===== src/sv/vdcrb_ram.sv =====
// Generic single-port-write, single-port-read RAM with registered read data.
module vdcrb_ram #(
    parameter int WIDTH = 8,
    parameter int DEPTH = 16
) (
    input  logic                     clk,
    input  logic                     we,
    input  logic [$clog2(DEPTH)-1:0] waddr,
    input  logic [WIDTH-1:0]         wdata,
    input  logic                     re,
    input  logic [$clog2(DEPTH)-1:0] raddr,
    output logic [WIDTH-1:0]         rdata
);

    logic [WIDTH-1:0] mem [DEPTH];

    always_ff @(posedge clk)
    begin
        if (we)
        begin
            mem[waddr] <= wdata;
        end
        if (re)
        begin
            rdata <= mem[raddr];
        end
    end

endmodule


===== config.mk =====
export PLATFORM = sky130hd
export DESIGN_NAME = vdcrb_ram
export DESIGN_NICKNAME = d
export VERILOG_FILES = /design/src/sv/vdcrb_ram.sv
export SDC_FILE = /design/constraint.sdc
export NUM_CORES = 1
export LEC_CHECK = 0
export ABC_AREA = 0
export BUFFER_PORTS_ARGS = -buffer_cell sky130_fd_sc_hd__buf_2
export CORE_ASPECT_RATIO = 0.7
export CORE_MARGIN = 3
export CORE_UTILIZATION = 40
export DETAILED_ROUTE_END_ITERATION = 7
export HOLD_SLACK_MARGIN = 0.03
export SYNTH_ARGS = -nofsm -noshare
export SYNTH_HDL_FRONTEND = slang
export SYNTH_SLANG_ARGS = --single-unit

===== constraint.sdc =====
create_clock -name clk -period 5.3 [get_ports clk]
set_input_delay 1.06 -clock clk [delete_from_list [all_inputs] [get_ports clk]]
set_output_delay 1.06 -clock clk [all_outputs]
set_load 0.03 [all_outputs]

==> results.sh <==
export IMPL_antenna_found_initial=0
export IMPL_cp_top_family="buffers and inverters"
export IMPL_synth_cells=229
export IMPL_required_ns=5.45
export IMPL_relSlewSlack=0.267
export IMPL_irDropWorstVdd_v=0.000259
export IMPL_tightestPinTransition_ns=1.10
export IMPL_yosys_top_cells_area="edfxtp_1 78%, mux4_2 7.8%, mux4_1 7.0%"
export IMPL_place_ws_ns=2.08
export IMPL_syn_avg_cell_area_um2=22.8
export IMPL_grt_overflow=0
export IMPL_slowest_stage="buf_2"
export IMPL_netlist_area_um2=5230
export IMPL_p_leak_nw=2.03
export IMPL_min_to="rdata[6]"
export IMPL_clk_latency_ns=0.41
export IMPL_clockBufferDepth=2
export IMPL_cts_hold_buf=0
export IMPL_wl_per_cell_um=23.2
export IMPL_cts_setup_buffers=0
export IMPL_total_power_w=0.00257
export IMPL_period_needed_ns=2.76
export IMPL_die_w_um=143
export IMPL_drt_initial_drc_count=239
export IMPL_min_period_over_period=0.520
export IMPL_cts_root_buffer="clkbuf_16"
export IMPL_yosysTopAreaCellShare=0.781
export IMPL_ios=27
export IMPL_htree_num_levels=4
export IMPL_rows=34
export IMPL_drtAntennaViolNets=0
export IMPL_clock_fmax_ghz=0.363
export IMPL_nNetsFinal=287
export IMPL_core_um2=12600
export IMPL_skew_ns=0.00886
export IMPL_crit_cells=4
export IMPL_fill_cells=1034
export IMPL_hold_class="reg -> reg"
export IMPL_finalWirelength_um=10200
export IMPL_dp_cells=411
export IMPL_r2r_cells=3
export IMPL_remaining_drc_errors=0
export IMPL_outcome="complete, no violations"
export IMPL_cpPeakStageDelay_ns=0.80
export IMPL_yosys_cell_types_count=18
export IMPL_ys_seq_area_frac=0.781
export IMPL_path_max_fanout=32
export IMPL_grt_pass1_wl_um=15800
export IMPL_avgViaCountPerCell=5.47
export IMPL_synth_largest_area_cell="edfxtp_1"
export IMPL_power_density_nw_per_um2=419
export IMPL_whs_ns=0.755
export IMPL_grt_pass1_vias=2470
export IMPL_cts_buffers=17
export IMPL_rr_endpoint="rdata[4]"
export IMPL_hpwl_um=6460
export IMPL_startpoint_type="primary input"
export IMPL_synth_nets=248
export IMPL_diodes=0
export IMPL_num_vias=2419
export IMPL_dieArea_um2=14500
export IMPL_cp_arrival_ns=2.91
export IMPL_post_cts_resized=0
export IMPL_min_path_cells=3
export IMPL_place_gp_congestion=0.689
export IMPL_layout_drive_gt1_share=0.286
export IMPL_yosys_warnings=0
export IMPL_setup_viol=0
export IMPL_path_class="in -> reg"
export IMPL_die_h_um=102
export IMPL_finalHoldViolCount=0
export IMPL_initial_utilization=0.415
export IMPL_cts_tree="done"
export IMPL_worstHoldStart="mem[6][6]"
export IMPL_synth_seq_cells=136
export IMPL_syn_to_final_growth_pct=17.4
export IMPL_grt_max_degree=33
export IMPL_end_kind="register"
export IMPL_fin_tns_setup_ns=0
export IMPL_drv_cap=0
export IMPL_reg2reg_setup_slack_ns=3.83
export IMPL_crit_buf_inv=1
export IMPL_rsz0062_at_grt="false"
export IMPL_r2r_start="mem[9][4]"
export IMPL_cp_cell_sequence="buf_2 -> mux4_1 -> a22oi_1 -> nand2_1"
export IMPL_clock_sinks=136
export IMPL_portBuffers=26
export IMPL_setup_slack_ns=2.54
export IMPL_clkTransAtPathRegs_ns=0.06
export IMPL_layout_cells_non_filler=442
export IMPL_drv_slew=0
export IMPL_dr_pass1_iters=5
export IMPL_grt_usage=0.158
[area by class of cell]
cell class                      count  area, µm²  area share
Sequential cell                   136       4080       0.666
Multi-Input combinational cell     83       1060       0.172
Clock buffer                       17        425      0.0693
Clock inverter                     14        206      0.0336
Tap cell                          162        203      0.0330
Timing Repair Buffer               30        160      0.0261
[registers in the layout, summed over array words and instances, names as in the netlist]
register	flops
mem	128
rdata	8
[tightest hold or removal path: stages, from the launching register on]
cell and delay [ns]:
edfxtp_1 0.31, mux4_2 0.22, a22oi_1 0.06, nand2_1 0.06
[Yosys cell counts]
| cell | n |
|---|---|
| edfxtp_1 | 136 |
| mux4_2 | 18 |
| a22oi_1 | 16 |
| mux4_1 | 14 |
| nor2_1 | 13 |
| nand2_1 | 9 |
| nor3_1 | 4 |
| buf_2 | 3 |
| buf_6 | 3 |
| clkdlybuf4s25_2 | 3 |
| nand2b_1 | 2 |
| nand3b_1 | 2 |
| and2_1 | 1 |
| and2b_1 | 1 |
| buf_4 | 1 |
| nand3_1 | 1 |
| nor2b_1 | 1 |
| or3b_2 | 1 |
[cells in the final DEF (no fill, tap or decap)]
cell | netlist | routed
nor2b_1 | 1 | 1
nor2_1 | 13 | 13
and2b_1 | 1 | 1
bufinv_16 | 0 | 5
or3b_2 | 1 | 1
buf_2 | 3 | 26
clkinv_2 | 0 | 5
and2_1 | 1 | 1
edfxtp_1 | 136 | 136
nand3b_1 | 2 | 2
nand3_1 | 1 | 1
clkinv_4 | 0 | 1
clkinvlp_4 | 0 | 3
nand2b_1 | 2 | 2
nor3_1 | 4 | 4
buf_4 | 1 | 4
mux4_2 | 18 | 18
mux4_1 | 14 | 14
clkbuf_16 | 0 | 17
nand2_1 | 9 | 9
a22oi_1 | 16 | 16
[cell families after synthesis]
group | after synthesis | share of synthesized area
buffers and inverters | 10 | 0.0165
AOI/OAI and AO/OA | 16 | 0.0230
muxes | 32 | 0.148
DFF | 136 | 0.781
and+or+nand+nor | 35 | 0.0314
[per-layer routing]
layer / global-route usage / part of all wire / up-vias
met4: 0.0636 / 0.0065 / 0
met5: 0 / 0 / -
met2: 0.220 / 0.46 / 92
li1: - / - / 1064
met1: 0.239 / 0.47 / 1258
met3: 0.0396 / 0.066 / 5
[metrics by stage]
stage	instance area (µm²)	utilization
finish	6140	0.487
global route	6140	0.487
CTS	6140	0.487
detailed placement	5500	0.437
global placement	5500	0.437
floorplan	5230	-
[where the power goes]
| part | switching (W) | total [W] | internal, W |
|---|---|---|---|
| logic | 0.0000729 | 0.000115 | 0.0000425 |
| clock network | 0.000411 | 0.00124 | 0.000827 |
| registers | 0.00000711 | 0.00122 | 0.00121 |
| total | 0.000491 | 0.00257 | 0.00208 |
[worst max-delay path by stage]
stage / from / endpoint / slack, ns
after floorplan: waddr[2] / mem[0][0] / 2.75
after global placement: raddr[0] / rdata[0] / 2.09
after detailed placement: raddr[0] / rdata[0] / 2.08
after CTS: raddr[0] / rdata[0] / 2.50
after global routing: raddr[0] / rdata[0] / 2.36
final: raddr[0] / rdata[0] / 2.54
Note: power is estimated with default switching activity, not from simulation.
