## src/sv/vdcrb_pkg.sv

```systemverilog
// Shared constants, codes and types for the video DAC / CRTC register block.
package vdcrb_pkg;

    localparam int PALETTE_BYTES      = 768;
    localparam int PAL_LANES          = 3;
    localparam int PAL_ROWS           = PALETTE_BYTES / PAL_LANES;
    localparam int PAL_ROW_W          = $clog2(PAL_ROWS);
    localparam int PAL_WORD_W         = 8 * PAL_LANES;
    localparam int REG_FILE_DEPTH_DEF = 16;
    localparam int REG_WORD_W         = 32;
    localparam int CLEAR_LEN          = 256;
    localparam int CLEAR_W            = $clog2(CLEAR_LEN);

    localparam int CFG_ADDR_W = 3;
    localparam int CFG_DATA_W = 32;

    localparam logic [7:0] DEVICE_ID_RESET = 8'h3a;

    localparam logic [2:0] MODE_DAC_RD  = 3'd0;
    localparam logic [2:0] MODE_DAC_WR  = 3'd1;
    localparam logic [2:0] MODE_CRTC_RD = 3'd2;
    localparam logic [2:0] MODE_CRTC_WR = 3'd3;
    localparam logic [2:0] MODE_PIXEL   = 3'd4;

    localparam logic [2:0] DAC_OFF_INDEX  = 3'd0;
    localparam logic [2:0] DAC_OFF_DATA   = 3'd1;
    localparam logic [2:0] DAC_OFF_ID     = 3'd2;
    localparam logic [2:0] DAC_OFF_FILE_A = 3'd5;
    localparam logic [2:0] DAC_OFF_FILE_B = 3'd6;

    localparam logic [2:0] CRTC_OFF_LAST_BYTE = 3'd5;
    localparam logic [2:0] CRTC_OFF_INDEX     = 3'd6;
    localparam logic [2:0] CRTC_OFF_DATA      = 3'd7;
    localparam int         CRTC_BYTE_REGS     = 6;

    localparam logic [1:0] LANE_RED   = 2'd0;
    localparam logic [1:0] LANE_GREEN = 2'd1;
    localparam logic [1:0] LANE_BLUE  = 2'd2;

    localparam int TIMING_HACT_START = 3;
    localparam int TIMING_HTOTAL     = 4;
    localparam int TIMING_VACT_START = 7;
    localparam int TIMING_VTOTAL     = 8;

    localparam logic [15:0] LOW_MASK  = 16'h00ff;
    localparam logic [15:0] HIGH_MASK = 16'hff00;

    localparam int MIN_SIZE   = 64;
    localparam int MAX_SIZE   = 2048;
    localparam int FALLBACK_W = 800;
    localparam int FALLBACK_H = 600;

    typedef struct packed {
        logic [15:0] hact_start;
        logic [15:0] htotal;
        logic [15:0] vact_start;
        logic [15:0] vtotal;
    } timing_shadow_t;

    typedef struct packed {
        logic [11:0] width;
        logic [11:0] height;
    } geom_t;

endpackage

```

## src/sv/vdcrb_apb.sv

```systemverilog
// APB configuration port holding the RAMDAC identification register.
module vdcrb_apb (
    input  logic                              clk,
    input  logic                              rst_n,
    input  logic                              psel,
    input  logic                              penable,
    input  logic                              pwrite,
    input  logic [vdcrb_pkg::CFG_ADDR_W-1:0]  paddr,
    input  logic [vdcrb_pkg::CFG_DATA_W-1:0]  pwdata,
    output logic [vdcrb_pkg::CFG_DATA_W-1:0]  prdata,
    output logic                              pready,
    output logic [7:0]                        device_id
);
    import vdcrb_pkg::*;

    logic       id_sel;
    logic [7:0] device_id_reg;
    logic [7:0] device_id_next;

    assign id_sel = (paddr[CFG_ADDR_W-1] == 1'b0);
    assign pready = 1'b1;

    always_comb
    begin
        device_id_next = device_id_reg;
        if (psel && penable && pwrite && id_sel)
        begin
            device_id_next = pwdata[7:0];
        end
    end

    always_ff @(posedge clk or negedge rst_n)
    begin
        if (!rst_n)
        begin
            device_id_reg <= DEVICE_ID_RESET;
        end
        else
        begin
            device_id_reg <= device_id_next;
        end
    end

    assign prdata    = id_sel ? {{(CFG_DATA_W-8){1'b0}}, device_id_reg} : '0;
    assign device_id = device_id_reg;

endmodule

```

## config.mk

```make
export PLATFORM = sky130hd
export DESIGN_NAME = vdcrb_apb
export DESIGN_NICKNAME = d
export VERILOG_FILES = /design/src/sv/vdcrb_pkg.sv /design/src/sv/vdcrb_apb.sv
export SDC_FILE = /design/constraint.sdc
export NUM_CORES = 1
export LEC_CHECK = 0
export BUFFER_PORTS_ARGS = -buffer_cell sky130_fd_sc_hd__buf_2
export CORE_MARGIN = 2
export CORE_UTILIZATION = 27
export DETAILED_ROUTE_END_ITERATION = 16
export PLACE_DENSITY_LB_ADDON = 0.08
export REMOVE_ABC_BUFFERS = 1
export SETUP_SLACK_MARGIN = 0.1
export SLEW_MARGIN = 10
export SYNTH_ARGS = -nofsm -noshare
export SYNTH_HDL_FRONTEND = slang
export SYNTH_SLANG_ARGS = --single-unit
```

## constraint.sdc

```tcl
create_clock -name clk -period 0.8 [get_ports clk]
set_input_delay 0.08 -clock clk [delete_from_list [all_inputs] [get_ports clk]]
set_output_delay 0.08 -clock clk [all_outputs]
set_load 0.01 [all_outputs]
```

==> flow_summary.ini <==
[flow_run]
maxCapViolCount = 0

[sta]
hold_violations = 0
rsz0062_at_grt = true
setup_viol = 19
slew_violations = 0
fin_crit_sh = 1.37
skew_ns = 0
period_needed_ns = 1.09
clock.fmax_mhz = 915
setup_slack_ns = -0.292

[clock_tree]
cts_tree = yes
clock-sinks = 8
path_clk_slew_ns = 0.06
htree_levels = 1
cts_root_buffer = clkbuf_4
clk_latency_ns = 0.25
cts_made_buffers = 3
cts_max_path_buffers = 2

[route]
drc = 0
routedWlPerCell_um = 9.86
vias_per_cell = 3.53
vias = 406
drt_iter0_drc = 0
ant_nets = 0
wirelength_mm = 1.13
drtPass1Iterations = 1

[yosys]
synthCells = 52
synth_top_area_share = 0.321
synth.area.top_cells = buf_4 32%, dfstp_2 18%, dfrtp_1 17%, mux2_2 15%, and2b_2 12%
yosysUniqueCellTypes = 7
syn_area_um2 = 584
synth.avg_cell_area_um2 = 11.2
synth_area_leader_cell = buf_4
yosysSeqAreaShare = 0.351
yosys_warnings = 0
ys_seq_elements = 8

[floorplanning]
die_h_um = 50.5
core_area_um2 = 2000
core.rowCount = 16
die_width_um = 50.5
die_area_um2 = 2550
start_util = 0.292
ioPinCount = 81

[critical_path]
cp_max_fo = 2
rr_startpoint = device_id[6]$_DFFE_PN0P_
crit_chain = and2b_2 > buf_6
reg2reg_setup_slack_ns = -0.06
reg2reg_to = device_id[6]$_DFFE_PN0P_
critPathCaptureType = primary output
crit_required_ns = 0.72
critPathBufInv = 1
max_stage_delay_ns = 0.53
timing_worst_setup_path_type = reg2out
critPathArrivalTime_ns = 1.01
worstRegToRegCells = 2
crit_slowest_cell = dfstp_2
cp_top_family = flip-flops
worst_setup_path_start_kind = register

[min_path]
hp-class = in2reg
min_to = device_id[6]$_DFFE_PN0P_
hold_depth = 2
hold_path.startpoint = pwdata[6]

[placement]
dp_slack_ns = -0.116
portBuffers = 29
hpwl_um = 799
dp.cells = 107
gp_congestion = 0.585

[grt]
globalRouteOverflowTotal = 0
track_usage = 0.0937
antenna_found_initial = 0
grt_pass1_wl_mm = 1.70
grt_max_degree = 9
grt_pass1_vias = 356

[power_and_ir_drop]
power_density_nw_per_um2 = 1960
p_total_w = 0.00162
leakagePower_nw = 0.473
peakVddDrop_v = 0.000900

[final_layout]
num_antenna_cells = 0
largest_reg_flops = 8
area_delta_synth_final_pct = 41.5
nets = 129
final_common_cell = conb_1
final_cells = 115
mostFrequentLayoutCells = 25 x conb_1, 18 x buf_2, 13 x buf_6
drive_above_1_share = 0.648

[outcome]
violations = negative setup slack
status = complete, but fails checks
synthesized netlist by cell type:
cell / n
and2b_2: 8
nand4b_4: 1
buf_4: 25
mux2_2: 8
dfstp_2: 4
conb_1: 2
dfrtp_1: 4
worst register-to-register path, delay by kind of cell (launching register included):
| family | cells | cell delay, ns |
|---|---|---|
| multiplexers | 1 | 0.24 |
| buffers and inverters | 1 | 0.12 |
| flip-flops | 1 | 0.39 |
routing by layer:
metal	track usage	wire length, um	up-vias
met5	0	0	-
met1	0.0972	455	181
li1	-	-	187
met2	0.151	510	36
met3	0.0565	155	2
met4	0.0405	12	0
power breakdown:
part	internal [W]	switching (W)	leakage, nW
clock	0.000191	0.000142	0.0150
sequential	0.000527	0.0000532	0.0900
combinational	0.000424	0.000280	0.368
total	0.00114	0.000475	0.473
area by class of cell:
type | instances | area, um2
fill | 209 | 1170
multi-input combinational | 42 | 300
timing repair buffer | 34 | 262
sequential | 8 | 205
tap | 27 | 33.8
clock buffer | 4 | 26.3
logic make-up after synthesis:
logic type | count (synthesis) | synth area share
other | 2 | 0.0129
buffers and inverters | 25 | 0.321
AND/OR/NAND/NOR | 9 | 0.161
multiplexers | 8 | 0.154
flip-flops | 8 | 0.351
repair_timing:
action                                  in CTS  in global routing
hold buffers                                 1                  0
setup buffers                                3                  0
pin swaps                                    0                  0
gates cloned                                 0                  0
hold endpoints to repair                     8                  0
endpoints found under the setup margin      24                 24
gates resized for setup                     18                  1
worst max path at each step:
stage	start	end	slack (ns)	cells past startpoint
floorplan	device_id[1]$_DFFE_PN1P_	prdata[1]	0.02	1
global placement	paddr[2]	device_id[2]$_DFFE_PN0P_	-0.11	3
detailed placement	paddr[2]	device_id[7]$_DFFE_PN0P_	-0.12	3
CTS	device_id[4]$_DFFE_PN1P_	prdata[4]	-0.31	2
global route	device_id[4]$_DFFE_PN1P_	prdata[4]	-0.35	2
finish	device_id[4]$_DFFE_PN1P_	prdata[4]	-0.29	2
metrics by stage:
stage,area [um2],hold WS [ns],TNS [ns],util
after floorplan,483,-0.216,0,-
after global placement,669,-0.0633,-0.832,0.334
after detailed placement,669,-0.0605,-0.880,0.334
after CTS,823,0.0359,-3.67,0.411
after global routing,827,0.0284,-4.28,0.413
final,827,0.0501,-3.44,0.413
(Power assumes the default switching activity.)
