==> config.mk <==
export PLATFORM = sky130hd
export DESIGN_NAME = vdcrb_geom
export DESIGN_NICKNAME = d
export VERILOG_FILES = /design/src/sv/vdcrb_pkg.sv /design/src/sv/vdcrb_geom.sv
export SDC_FILE = /design/constraint.sdc
export NUM_CORES = 1
export LEC_CHECK = 0
export BUFFER_PORTS_ARGS = -buffer_cell sky130_fd_sc_hd__buf_2
export CAP_MARGIN = 40
export CORE_ASPECT_RATIO = 1.25
export CORE_MARGIN = 2
export CORE_UTILIZATION = 40
export DETAILED_ROUTE_END_ITERATION = 7
export GPL_ROUTABILITY_DRIVEN = 0
export PLACE_DENSITY = 0.71
export REMOVE_ABC_BUFFERS = 1
export SLEW_MARGIN = 20
export SYNTH_ARGS = -nofsm -noshare
export SYNTH_HDL_FRONTEND = slang
export SYNTH_SLANG_ARGS = --single-unit
==> constraint.sdc <==
create_clock -name vclk -period 5.2
set_clock_uncertainty 0.1 [all_clocks]
set_input_delay 0.78 -clock vclk [all_inputs]
set_output_delay 0.78 -clock vclk [all_outputs]
set_load 0.01 [all_outputs]
==> src/sv/vdcrb_pkg.sv <==
// Shared constants, codes and types for the video DAC / CRTC register block.
package vdcrb_pkg;

    localparam int PALETTE_BYTES      = 768;
    localparam int PAL_LANES          = 3;
    localparam int PAL_ROWS           = PALETTE_BYTES / PAL_LANES;
    localparam int PAL_ROW_W          = $clog2(PAL_ROWS);
    localparam int PAL_WORD_W         = 8 * PAL_LANES;
    localparam int REG_FILE_DEPTH_DEF = 16;
    localparam int REG_WORD_W         = 32;
    localparam int CLEAR_LEN          = 256;
    localparam int CLEAR_W            = $clog2(CLEAR_LEN);

    localparam int CFG_ADDR_W = 3;
    localparam int CFG_DATA_W = 32;

    localparam logic [7:0] DEVICE_ID_RESET = 8'h3a;

    localparam logic [2:0] MODE_DAC_RD  = 3'd0;
    localparam logic [2:0] MODE_DAC_WR  = 3'd1;
    localparam logic [2:0] MODE_CRTC_RD = 3'd2;
    localparam logic [2:0] MODE_CRTC_WR = 3'd3;
    localparam logic [2:0] MODE_PIXEL   = 3'd4;

    localparam logic [2:0] DAC_OFF_INDEX  = 3'd0;
    localparam logic [2:0] DAC_OFF_DATA   = 3'd1;
    localparam logic [2:0] DAC_OFF_ID     = 3'd2;
    localparam logic [2:0] DAC_OFF_FILE_A = 3'd5;
    localparam logic [2:0] DAC_OFF_FILE_B = 3'd6;

    localparam logic [2:0] CRTC_OFF_LAST_BYTE = 3'd5;
    localparam logic [2:0] CRTC_OFF_INDEX     = 3'd6;
    localparam logic [2:0] CRTC_OFF_DATA      = 3'd7;
    localparam int         CRTC_BYTE_REGS     = 6;

    localparam logic [1:0] LANE_RED   = 2'd0;
    localparam logic [1:0] LANE_GREEN = 2'd1;
    localparam logic [1:0] LANE_BLUE  = 2'd2;

    localparam int TIMING_HACT_START = 3;
    localparam int TIMING_HTOTAL     = 4;
    localparam int TIMING_VACT_START = 7;
    localparam int TIMING_VTOTAL     = 8;

    localparam logic [15:0] LOW_MASK  = 16'h00ff;
    localparam logic [15:0] HIGH_MASK = 16'hff00;

    localparam int MIN_SIZE   = 64;
    localparam int MAX_SIZE   = 2048;
    localparam int FALLBACK_W = 800;
    localparam int FALLBACK_H = 600;

    typedef struct packed {
        logic [15:0] hact_start;
        logic [15:0] htotal;
        logic [15:0] vact_start;
        logic [15:0] vtotal;
    } timing_shadow_t;

    typedef struct packed {
        logic [11:0] width;
        logic [11:0] height;
    } geom_t;

endpackage

==> src/sv/vdcrb_geom.sv <==
// Active display size from the CRTC timing registers, with 800x600 fallback.
module vdcrb_geom (
    input  vdcrb_pkg::timing_shadow_t timing,
    output vdcrb_pkg::geom_t          geom
);
    import vdcrb_pkg::*;

    logic signed [18:0] diff_w;
    logic signed [18:0] w;
    logic signed [17:0] h;
    logic               in_range;

    assign diff_w = $signed({3'b000, timing.htotal}) - $signed({3'b000, timing.hact_start});
    assign w      = (diff_w <<< 1) + 19'sd2;
    assign h      = $signed({2'b00, timing.vtotal}) - $signed({2'b00, timing.vact_start})
                    + 18'sd1;

    assign in_range = (w >= MIN_SIZE) && (w <= MAX_SIZE) && (h >= MIN_SIZE) && (h <= MAX_SIZE);

    assign geom.width  = in_range ? w[11:0] : 12'(FALLBACK_W);
    assign geom.height = in_range ? h[11:0] : 12'(FALLBACK_H);

endmodule

==> results of run 1 <==
## per-layer routing
| layer | global-route usage [%] | vias to the layer above |
|---|---|---|
| li1 | - | 1954 |
| met1 | 21.8 | 1805 |
| met2 | 40.4 | 107 |
| met3 | 0.320 | 26 |
| met4 | 4.92 | 0 |
| met5 | 0 | - |
## cell usage in the layout, fill, tap and decap left out, types with 6 or more instances in the layout
| cell type | count |
|---|---|
| sky130_fd_sc_hd__nand2_1 | 26 |
| sky130_fd_sc_hd__xor2_1 | 15 |
| sky130_fd_sc_hd__o21ai_1 | 6 |
| sky130_fd_sc_hd__a31oi_1 | 7 |
| sky130_fd_sc_hd__a21o_1 | 12 |
| sky130_fd_sc_hd__nor3_2 | 8 |
| sky130_fd_sc_hd__o21ai_0 | 21 |
| sky130_fd_sc_hd__nor2_1 | 26 |
| sky130_fd_sc_hd__xnor2_1 | 22 |
| sky130_fd_sc_hd__nand3_1 | 15 |
| sky130_fd_sc_hd__buf_2 | 80 |
| sky130_fd_sc_hd__ha_1 | 32 |
| sky130_fd_sc_hd__a21oi_2 | 6 |
| sky130_fd_sc_hd__o211ai_1 | 11 |
| sky130_fd_sc_hd__inv_1 | 40 |
| sky130_fd_sc_hd__nor3_1 | 15 |
| sky130_fd_sc_hd__and3_1 | 10 |
| sky130_fd_sc_hd__a21oi_1 | 19 |
| sky130_fd_sc_hd__a211oi_1 | 9 |
| sky130_fd_sc_hd__nand4_1 | 7 |
| sky130_fd_sc_hd__buf_6 | 11 |
| sky130_fd_sc_hd__buf_4 | 46 |
## worst max-delay path, cell delays in order
cell	delay (ns)
sky130_fd_sc_hd__buf_6	0.10
sky130_fd_sc_hd__ha_4	0.15
sky130_fd_sc_hd__fa_1	0.40
sky130_fd_sc_hd__nand2b_2	0.24
sky130_fd_sc_hd__a21oi_2	0.25
sky130_fd_sc_hd__xor2_1	0.23
sky130_fd_sc_hd__and3_1	0.23
sky130_fd_sc_hd__nand4_2	0.20
sky130_fd_sc_hd__buf_4	0.22
sky130_fd_sc_hd__nor2_1	0.14
sky130_fd_sc_hd__xnor2_1	0.20
sky130_fd_sc_hd__or4b_4	0.61
sky130_fd_sc_hd__o21a_2	0.25
sky130_fd_sc_hd__and3_1	0.26
sky130_fd_sc_hd__buf_2	0.15
## report_power, final
part | internal [W] | switching [W] | leakage (nW)
logic | 0.000245 | 0.000333 | 2.06
clock network | 0 | 0 | 0
registers | 0 | 0 | 0
## final cells by class
| cell class | instances | area, sq um | share of cell area [%] |
|---|---|---|---|
| Multi-Input combinational cell | 397 | 3280 | 73.8 |
| Timing Repair Buffer | 138 | 885 | 19.9 |
| Inverter | 43 | 164 | 3.68 |
| Tap cell | 95 | 119 | 2.67 |
## kinds of logic (layout without fill, tap and decap cells)
| kind of cell | Yosys count | in the layout | share of synthesized area [%] |
|---|---|---|---|
| AO/OA/AOI/OAI | 146 | 146 | 33.8 |
| buffers and inverters | 59 | 181 | 7.44 |
| other | 1 | 1 | 0.120 |
| multiplexers | 2 | 2 | 0.680 |
| AND/OR/NAND/NOR | 171 | 171 | 31.3 |
| adder cells (fa/ha/maj) | 38 | 38 | 15.7 |
| XOR/XNOR | 39 | 39 | 10.9 |
## worst max path at each step
stage	from	end	slack [ns]	cells after the start
finish	timing[16]	geom[23]	-0.11	15
global route	timing[20]	geom[23]	-0.25	15
CTS	timing[0]	geom[18]	-0.006	17
detailed placement	timing[32]	geom[15]	-0.03	17
global placement	timing[0]	geom[5]	0.04	17
floorplan	timing[0]	geom[11]	0.22	14
## metrics by stage
| step | power, W | setup TNS (ns) | hold WS (ns) | util, % | setup WS [ns] |
|---|---|---|---|---|---|
| finish | 0.000578 | -0.575 | 2.08 | 57.7 | -0.110 |
| global route | 0.000634 | -3.09 | 2.11 | 57.7 | -0.246 |
| CTS | 0.000501 | -0.0176 | 2.08 | 51.5 | -0.00632 |
| detailed placement | 0.000494 | -0.0977 | 2.07 | 51.2 | -0.0256 |
| global placement | 0.000485 | 0 | 2.07 | 51.2 | 0.0388 |
| floorplan | 0.000352 | 0 | 1.85 | - | 0.220 |
## what timing repair did
item | in CTS | in global routing
endpoints found under the setup margin | 8 | 23
pin swaps | 1 | 28
setup buffers | 0 | 7
resized for setup | 4 | 80
==> qor.log, run 1 <==
[detailed_routing] Residual DRC 0
[worst_hold_path] worst hold start timing[16]
[worst_setup_path] required time at the worst-slack endpoint 4.32 ns
[floorplanning] vertical die dimension 103 um
[clock_tree] quantity of hold-fixing buffers added after cts 0
[sta] pin slew with the least headroom to its limit 0.646 ns
[layout] Final Cell Area 0.00445 sq mm
[worst_setup_path] arrival time of data at the critical path endpoint 4.43 ns
[worst_hold_path] Cells on Worst Hold Path 5
[detailed_routing] Detail Route Antenna Nets 0
[sta] relative slew slack 56.8%
[logic_synthesis] post-synthesis area per instance 6.86 sq um
[logic_synthesis] number of distinct library cells after synthesis 79
[sta] final worst-path cycle share 102%
[detailed_routing] number of iterations in the first detailed-routing pass 4
[floorplanning] core area 0.00770 sq mm
[outcome] violations in the final reports negative setup slack
[sta] final-report max-slew violation count 0
[logic_synthesis] post-synthesis cell count 456
[worst_setup_path] CP max FO 9
[place] count of buffers from port buffering 87
[layout] number of diodes 0
[place] DP Wirelength 7370 um
[logic_synthesis] most instantiated library cell after synthesis sky130_fd_sc_hd__inv_1
[worst_setup_path] Startpoint Class primary input
[sta] shortest clock period the worst path allows after layout 5.31 ns
[pwr] peak ir drop on the vdd network 0.0000550 V
[logic_synthesis] sequential cell area fraction in the yosys report 0%
[place] placed cell count 666
[detailed_routing] Routed met2 length 5170 um
[layout] Fillers 722
[layout] number of standard cells in the final layout excluding fillers 673
[global_routing] global-route wire length before repair 14800 um
[layout] Area growth syn-to-layout 42.3%
[outcome] result of the run finished with violations
[sta] Hold Fails Final Rpt 0
[layout] combined flip-flop and latch cell area 0 sq um
[pwr] pwr dens 130 mW/mm^2
[global_routing] all-layer global routing usage 19.5%
[layout] number of clock buffers in the layout 0
[detailed_routing] routed wire length per instance 14.3 um
[sta] final setup violation count 12
[pwr] total leakage power 2.06 nW
[floorplanning] I/O pin count 88
[sta] Worst Setup Slack, final -0.110 ns
[flow_run] maximum capacitance violations 0
[worst_setup_path] critical path class in2out
[worst_hold_path] worst min-delay path category in2out
[detailed_routing] met3 WL post-DR 332 um
[floorplanning] site row count 36
[sta] setup repair after global routing missed its margin yes
[logic_synthesis] top cell types by occurrence after synthesis sky130_fd_sc_hd__inv_1 (43), sky130_fd_sc_hd__ha_1 (36), sky130_fd_sc_hd__nor2_1 (27), sky130_fd_sc_hd__nor3_1 (27), sky130_fd_sc_hd__nand2_1 (26)
[layout] count of flip-flops and latches 0
[worst_hold_path] endpoint with the worst hold slack geom[0]
[logic_synthesis] area share of the leading cell type in the synthesized netlist 14.4%
[layout] share of final-layout standard cells stronger than drive strength 1 36.9%
[place] Placed Instance Area 0.00394 sq mm
[global_routing] number of antenna violations at the first check in global routing 0
[detailed_routing] number of DRC violations after detailed-routing iteration 0 111
[floorplanning] width of the chip 83.1 um
[global_routing] vias in the first global route 3656
[detailed_routing] DRT met1 WL 3810 um
[detailed_routing] total vias in the final route 3892
[logic_synthesis] warnings from Yosys 0
[global_routing] maximum number of pins on one net before global-route repair 11
[global_routing] overflow left after global routing 0
[floorplanning] initial core utilization 40.6%
[logic_synthesis] Area contributors post-synth sky130_fd_sc_hd__ha_1 (14%), sky130_fd_sc_hd__xnor2_1 (6.4%), sky130_fd_sc_hd__inv_1 (5.2%)
[floorplanning] total die area 0.00854 sq mm
[logic_synthesis] post-synthesis cell type with the largest combined area sky130_fd_sc_hd__ha_1
[sta] max frequency 0.188 GHz
[logic_synthesis] area of the mapped netlist 0.00313 sq mm
[detailed_routing] Avg Vias per Cell 5.78
[layout] number of nets in the layout 682
[detailed_routing] highest metal layer with signal wires met4
[detailed_routing] Routed Wire Length 9600 um
[worst_setup_path] endpoint type of the worst setup path output pin
No activity file was read; power rests on OpenSTA's default activity.
==> run 2, diff against run 1 <==
==> constraint.sdc (replaced) <==
create_clock -name vclk -period 5.6
set_clock_uncertainty 0.1 [all_clocks]
set_input_delay 0.84 -clock vclk [all_inputs]
set_output_delay 0.84 -clock vclk [all_outputs]
set_load 0.01 [all_outputs]
==> run 2 against run 1 <==
Net effect: the flow now finishes without violations; global-route usage fell by 0.88 points; final cell count fell by 4.8%; first-iteration DRC count rose by 17%; die area did not move; power fell by 21%; setup slack improved by 0.24 ns; core utilization fell by 7.6 points; via count fell by 3.6%; hold slack improved by 0.12 ns; non-clock buffer count fell by 32; wire length fell by 9.2%; combinational power fell by 21%.
==> qor.log, run 2 (synthesis results as in run 1) <==
[layout] Final Cell Area 0.00386 sq mm [-13%]
[sta] Hold Fails Final Rpt 0 [unchanged]
[detailed_routing] total vias in the final route 3750 [-3.6%]
[global_routing] number of antenna violations at the first check in global routing 0 [unchanged]
[layout] most common cell after layout, fill and taps aside sky130_fd_sc_hd__buf_2
[worst_setup_path] arrival time of data at the critical path endpoint 4.53 ns [+0.10 ns]
[worst_setup_path] endpoint type of the worst setup path output pin
[layout] combined flip-flop and latch cell area 0 sq um [unchanged]
[floorplanning] width of the chip 83.1 um [unchanged]
[sta] setup repair after global routing missed its margin yes
[place] DP Wirelength 7070 um [-4.0%]
[global_routing] maximum number of pins on one net before global-route repair 12 [+1]
[layout] share of final-layout standard cells stronger than drive strength 1 27.8% [-9.0 points]
[sta] max frequency 0.183 GHz
[worst_setup_path] required time at the worst-slack endpoint 4.66 ns [+0.34 ns]
[detailed_routing] Detail Route Antenna Nets 0 [unchanged]
[clock_tree] quantity of hold-fixing buffers added after cts 0 [unchanged]
[floorplanning] core area 0.00770 sq mm [unchanged]
[worst_setup_path] slowest stage cell, crit path sky130_fd_sc_hd__or4b_4
[pwr] total leakage power 1.82 nW [-12%]
[floorplanning] initial core utilization 40.6% [unchanged]
[detailed_routing] number of DRC violations after detailed-routing iteration 0 130 [+17%]
[worst_hold_path] worst min-delay path category in2out
[sta] final-report max-slew violation count 0 [unchanged]
[global_routing] global-route wire length before repair 14100 um [-4.6%]
[global_routing] all-layer global routing usage 18.6% [-0.88 points]
[place] count of buffers from port buffering 87 [unchanged]
[detailed_routing] number of iterations in the first detailed-routing pass 4 [unchanged]
[worst_setup_path] Critical Path Max Stage Delay 0.54 ns [-0.07 ns]
[layout] most frequent cells in the layout sky130_fd_sc_hd__buf_2 (87), sky130_fd_sc_hd__inv_1 (41), sky130_fd_sc_hd__ha_1 (34), sky130_fd_sc_hd__nor2_1 (26), sky130_fd_sc_hd__nand2_1 (26)
[floorplanning] vertical die dimension 103 um [unchanged]
[detailed_routing] Routed Wire Length 8710 um [-9.2%]
[pwr] peak ir drop on the vdd network 0.0000582 V [+5.8%]
[pwr] pwr dens 119 mW/mm^2 [-8.6%]
[sta] shortest clock period the worst path allows after layout 5.47 ns
[floorplanning] total die area 0.00854 sq mm [unchanged]
[sta] Worst Setup Slack, final 0.129 ns [+0.239 ns]
[detailed_routing] routed wire length per instance 13.6 um [-4.7%]
[layout] count of flip-flops and latches 0 [unchanged]
[global_routing] vias in the first global route 3329 [-8.9%]
[layout] number of diodes 0 [unchanged]
[place] Placed Instance Area 0.00369 sq mm [-6.3%]
[pwr] Total Power Consumption 0.000459 W [-21%]
[place] Placement Setup Slack -0.00558 ns [+0.0200 ns]
[global_routing] overflow left after global routing 0 [unchanged]
[worst_setup_path] CP Buf/Inv Count 5 [+2]
[layout] number of standard cells in the final layout excluding fillers 641 [-4.8%]
[worst_setup_path] Startpoint Class primary input
[layout] utilization after layout 50.1% [-7.6 points]
[layout] number of clock buffers in the layout 0 [unchanged]
[worst_setup_path] cell-by-cell trace of the critical path buf_2 -> inv_1 -> ha_2 -> fa_1 -> inv_2 -> ha_2 -> o2111ai_1 -> o21bai_1 -> or4b_4 -> nor4_4 -> xor2_1 -> buf_4 -> o31a_1 -> a211oi_2 -> and4_2 -> and3_1 -> buf_2
[layout] Area growth syn-to-layout 23.5%
[sta] relative slew slack 61.9% [+5.2 points]
[worst_setup_path] critical path class in2out
[floorplanning] I/O pin count 88 [unchanged]
[outcome] result of the run completed
[sta] final setup violation count 0 [-12]
[worst_setup_path] CP max FO 9 [unchanged]
[flow_run] maximum capacitance violations 0 [unchanged]
[floorplanning] site row count 36 [unchanged]
[detailed_routing] Residual DRC 0 [unchanged]
[worst_setup_path] top cell family by delay on the critical path simple AND/OR/NAND/NOR gates
[layout] Fillers 786 [+8.9%]
[layout] number of nets in the layout 650 [-4.7%]
[detailed_routing] Avg Vias per Cell 5.85 [+1.2%]
[sta] final worst-path cycle share 97.7%
[place] placed cell count 633 [-5.0%]
[sta] pin slew with the least headroom to its limit 0.570 ns [-0.0758 ns]
==> run 2: cell types whose count changed in the layout (fill, tap and decap cells not counted), sizes merged <==
| cell | change |
|---|---|
| buf | -32 |
==> run 2: path summary, 6_finish.rpt <==
check,endpoint,slack (ns),startpoint,cells after the start
worst max-delay path,geom[23],0.13,timing[32],17
worst min-delay path,geom[0],2.20,timing[16],5
==> run 2: layout make-up <==
cell class / instances / area [sq um] / area share (%)
multi-input cells: 397 / 3000 / 77.6
repair buffers: 106 / 586 / 15.2
inverters: 43 / 161 / 4.18
well taps: 95 / 119 / 3.08
==> run 2: repair_timing <==
action | in CTS | in global routing
pin swaps | 1 | 11
setup endpoints to repair | 1 | 23
buffers inserted | 1 | 7
resized for setup | 0 | 25
cloned | 0 | 0
==> run 2: metal layers <==
layer	track usage (%)	share of wire (%)	vias up	routed length, um
li1	-	-	1887	-
met1	22.2	41	1743	3600
met2	38.5	54	109	4660
met3	0.320	4.1	11	361
met4	1.51	1.0	0	91
met5	0	0	-	0
==> run 2: through the flow <==
step	TNS, ns	hold WS (ns)
after CTS	0	2.21
final	0	2.20
after global placement	0	2.19
after detailed placement	-0.00558	2.20
after global routing	-0.430	2.23
after floorplan	0	1.97
==> run 2: power breakdown <==
group | switching [W] | leakage [nW] | total (W) | internal (W)
Clock | 0 | 0 | 0 | 0
Sequential | 0 | 0 | 0 | 0
Combinational | 0.000269 | 1.82 | 0.000459 | 0.000190
==> run 3, diff against run 2 <==
--- a/config.mk
+++ b/config.mk
@@ -13,7 +13,9 @@
 export DETAILED_ROUTE_END_ITERATION = 7
 export GPL_ROUTABILITY_DRIVEN = 0
 export PLACE_DENSITY = 0.71
+export RECOVER_POWER = 100
 export REMOVE_ABC_BUFFERS = 1
+export SETUP_SLACK_MARGIN = 0.4
 export SLEW_MARGIN = 20
 export SYNTH_ARGS = -nofsm -noshare
 export SYNTH_HDL_FRONTEND = slang
==> run 3 against run 2 <==
Net effect: hold slack improved by 0.011 ns; power is 13% higher; setup slack better by 0.062 ns; final cell count is 1.7% higher; combinational power grew 13%; count of clock-buffer cells in the layout unchanged; sequential cell count did not move; wire length up 9.9%; core utilization rose by 4.2 points; first-iteration DRC count increased by 15%; die area did not move; fmax rose by 1.1%.
==> qor.log, run 3 (synthesis results as in run 1) <==
[outcome] result of the run completed
[place] DP Wirelength 7070 um [unchanged]
[floorplanning] total die area 0.00854 sq mm [unchanged]
[detailed_routing] Detail Route Antenna Nets 0 [unchanged]
[worst_setup_path] required time at the worst-slack endpoint 4.66 ns [about the same]
[sta] pin slew with the least headroom to its limit 0.622 ns [+0.0524 ns]
[detailed_routing] Routed Wire Length 9570 um [+9.9%]
[sta] shortest clock period the worst path allows after layout 5.41 ns [-0.0617 ns]
[detailed_routing] routed wire length per instance 14.7 um [+8.0%]
[global_routing] number of antenna violations at the first check in global routing 0 [unchanged]
[layout] share of final-layout standard cells stronger than drive strength 1 32.0% [+4.1 points]
[detailed_routing] Avg Vias per Cell 5.87 [+0.38%]
[global_routing] all-layer global routing usage 20.4% [+1.8 points]
[sta] setup repair after global routing missed its margin yes
[worst_hold_path] worst min-delay path category in2out
[floorplanning] site row count 36 [unchanged]
[sta] final worst-path cycle share 96.6% [-1.1 points]
[floorplanning] core area 0.00770 sq mm [unchanged]
[layout] Fillers 738 [-6.1%]
[sta] WHS 2.21 ns [+0.0109 ns]
[flow_run] maximum capacitance violations 0 [unchanged]
[sta] Hold Fails Final Rpt 0 [unchanged]
[layout] Area growth syn-to-layout 33.9%
[layout] number of diodes 0 [unchanged]
[layout] count of flip-flops and latches 0 [unchanged]
[detailed_routing] Residual DRC 0 [unchanged]
[floorplanning] initial core utilization 40.6% [unchanged]
[worst_setup_path] critical path class in2out
[global_routing] maximum number of pins on one net before global-route repair 12 [unchanged]
[worst_setup_path] arrival time of data at the critical path endpoint 4.47 ns [-0.06 ns]
[worst_setup_path] Startpoint Class primary input
[pwr] total leakage power 1.91 nW [+5.0%]
[worst_setup_path] CP max FO 6 [-3]
[detailed_routing] number of DRC violations after detailed-routing iteration 0 149 [+15%]
[sta] max frequency 0.185 GHz [+1.1%]
[sta] relative slew slack 58.2% [-3.7 points]
[pwr] pwr dens 123 mW/mm^2 [+3.8%]
[layout] combined flip-flop and latch cell area 0 sq um [unchanged]
[layout] most frequent cells in the layout sky130_fd_sc_hd__buf_2 (74), sky130_fd_sc_hd__inv_1 (39), sky130_fd_sc_hd__ha_1 (32), sky130_fd_sc_hd__buf_4 (27)
[global_routing] global-route wire length before repair 15300 um [+8.8%]
[worst_setup_path] endpoint type of the worst setup path output pin
[layout] utilization after layout 54.4% [+4.2 points]
[floorplanning] I/O pin count 88 [unchanged]
[layout] number of nets in the layout 661 [+1.7%]
[place] count of buffers from port buffering 87 [unchanged]
[detailed_routing] total vias in the final route 3829 [+2.1%]
[global_routing] vias in the first global route 3592 [+7.9%]
[layout] number of clock buffers in the layout 0 [unchanged]
[pwr] peak ir drop on the vdd network 0.0000602 V [+3.5%]
[detailed_routing] number of iterations in the first detailed-routing pass 4 [unchanged]
[sta] final setup violation count 0 [unchanged]
[layout] most common cell after layout, fill and taps aside sky130_fd_sc_hd__buf_2
[sta] final-report max-slew violation count 0 [unchanged]
[global_routing] overflow left after global routing 0 [unchanged]
[floorplanning] width of the chip 83.1 um [unchanged]
[floorplanning] vertical die dimension 103 um [unchanged]
## run 3: cell types whose count changed in the layout (fill, tap and decap cells not counted), moves of 3 or more
| cell | before | now |
|---|---|---|
| sky130_fd_sc_hd__buf_2 | 87 | 74 |
| sky130_fd_sc_hd__buf_4 | 17 | 27 |
| sky130_fd_sc_hd__clkbuf_1 | 0 | 9 |
| sky130_fd_sc_hd__ha_4 | 0 | 4 |
| sky130_fd_sc_hd__nor3_1 | 17 | 14 |
| sky130_fd_sc_hd__nor3_4 | 0 | 4 |
| sky130_fd_sc_hd__o2111ai_1 | 3 | 0 |
| sky130_fd_sc_hd__o2111ai_2 | 0 | 3 |
## run 3: critical path: stages
cell                       delay, ns
sky130_fd_sc_hd__buf_2          0.08
sky130_fd_sc_hd__inv_1          0.03
sky130_fd_sc_hd__ha_1           0.47
sky130_fd_sc_hd__o211a_1        0.23
sky130_fd_sc_hd__a21bo_4        0.25
sky130_fd_sc_hd__a21boi_1       0.42
sky130_fd_sc_hd__nor4_4         0.14
sky130_fd_sc_hd__buf_4          0.18
sky130_fd_sc_hd__mux2i_1        0.11
sky130_fd_sc_hd__nor3_1         0.30
sky130_fd_sc_hd__o221ai_1       0.27
sky130_fd_sc_hd__a211oi_2       0.40
sky130_fd_sc_hd__nand4_4        0.19
sky130_fd_sc_hd__nor3_1         0.35
sky130_fd_sc_hd__buf_2          0.20
## run 3: power breakdown
| part | leakage, nW | total [W] | internal, W | switching [W] |
|---|---|---|---|---|
| clock | 0 | 0 | 0 | 0 |
| sequential | 0 | 0 | 0 | 0 |
| combinational | 1.91 | 0.000517 | 0.000216 | 0.000300 |
| total | 1.91 | 0.000517 | 0.000216 | 0.000300 |
## run 3: per-stage QoR
step / setup TNS (ns) / setup slack (ns) / std cells / total power, W / area (sq um)
2_1_floorplan: 0 / 0.500 / 440 / 0.000327 / 3060
3_3_place_gp: 0 / 0.0424 / 633 / 0.000418 / 3690
3_5_place_dp: -0.00558 / -0.00558 / 633 / 0.000428 / 3690
4_1_cts: 0 / 0.347 / 645 / 0.000478 / 4060
5_1_grt: 0 / 0.0704 / 652 / 0.000565 / 4190
6_report: 0 / 0.191 / 652 / 0.000517 / 4190
## run 3: what timing repair did
| action | CTS | global route |
|---|---|---|
| hold buffers | 0 | 0 |
| pin swaps | 26 | 12 |
| cloned | 0 | 0 |
| setup buffers | 12 | 7 |
| endpoints found under the setup margin | 23 | 23 |
| resized for setup | 54 | 19 |
## run 3: metal layers
| layer | track usage (%) | vias to the layer above | share of wire [%] |
|---|---|---|---|
| li1 | - | 1909 | - |
| met1 | 22.7 | 1796 | 40 |
| met2 | 43.1 | 107 | 55 |
| met3 | 1.04 | 17 | 3.5 |
| met4 | 3.40 | 0 | 1.4 |
| met5 | 0 | - | 0 |
## run 3: path summary, 6_finish.rpt
path | startpoint | endpoint | slack, ns | cells after the start
worst max-delay path | timing[20] | geom[19] | 0.19 | 15
worst min-delay path | timing[16] | geom[0] | 2.21 | 5
## run 3: layout make-up
type / count / area (sq um) / share of cell area (%)
Inverter: 43 / 164 / 3.92
Multi-Input combinational cell: 397 / 3210 / 76.7
Tap cell: 95 / 119 / 2.84
Timing Repair Buffer: 117 / 692 / 16.5
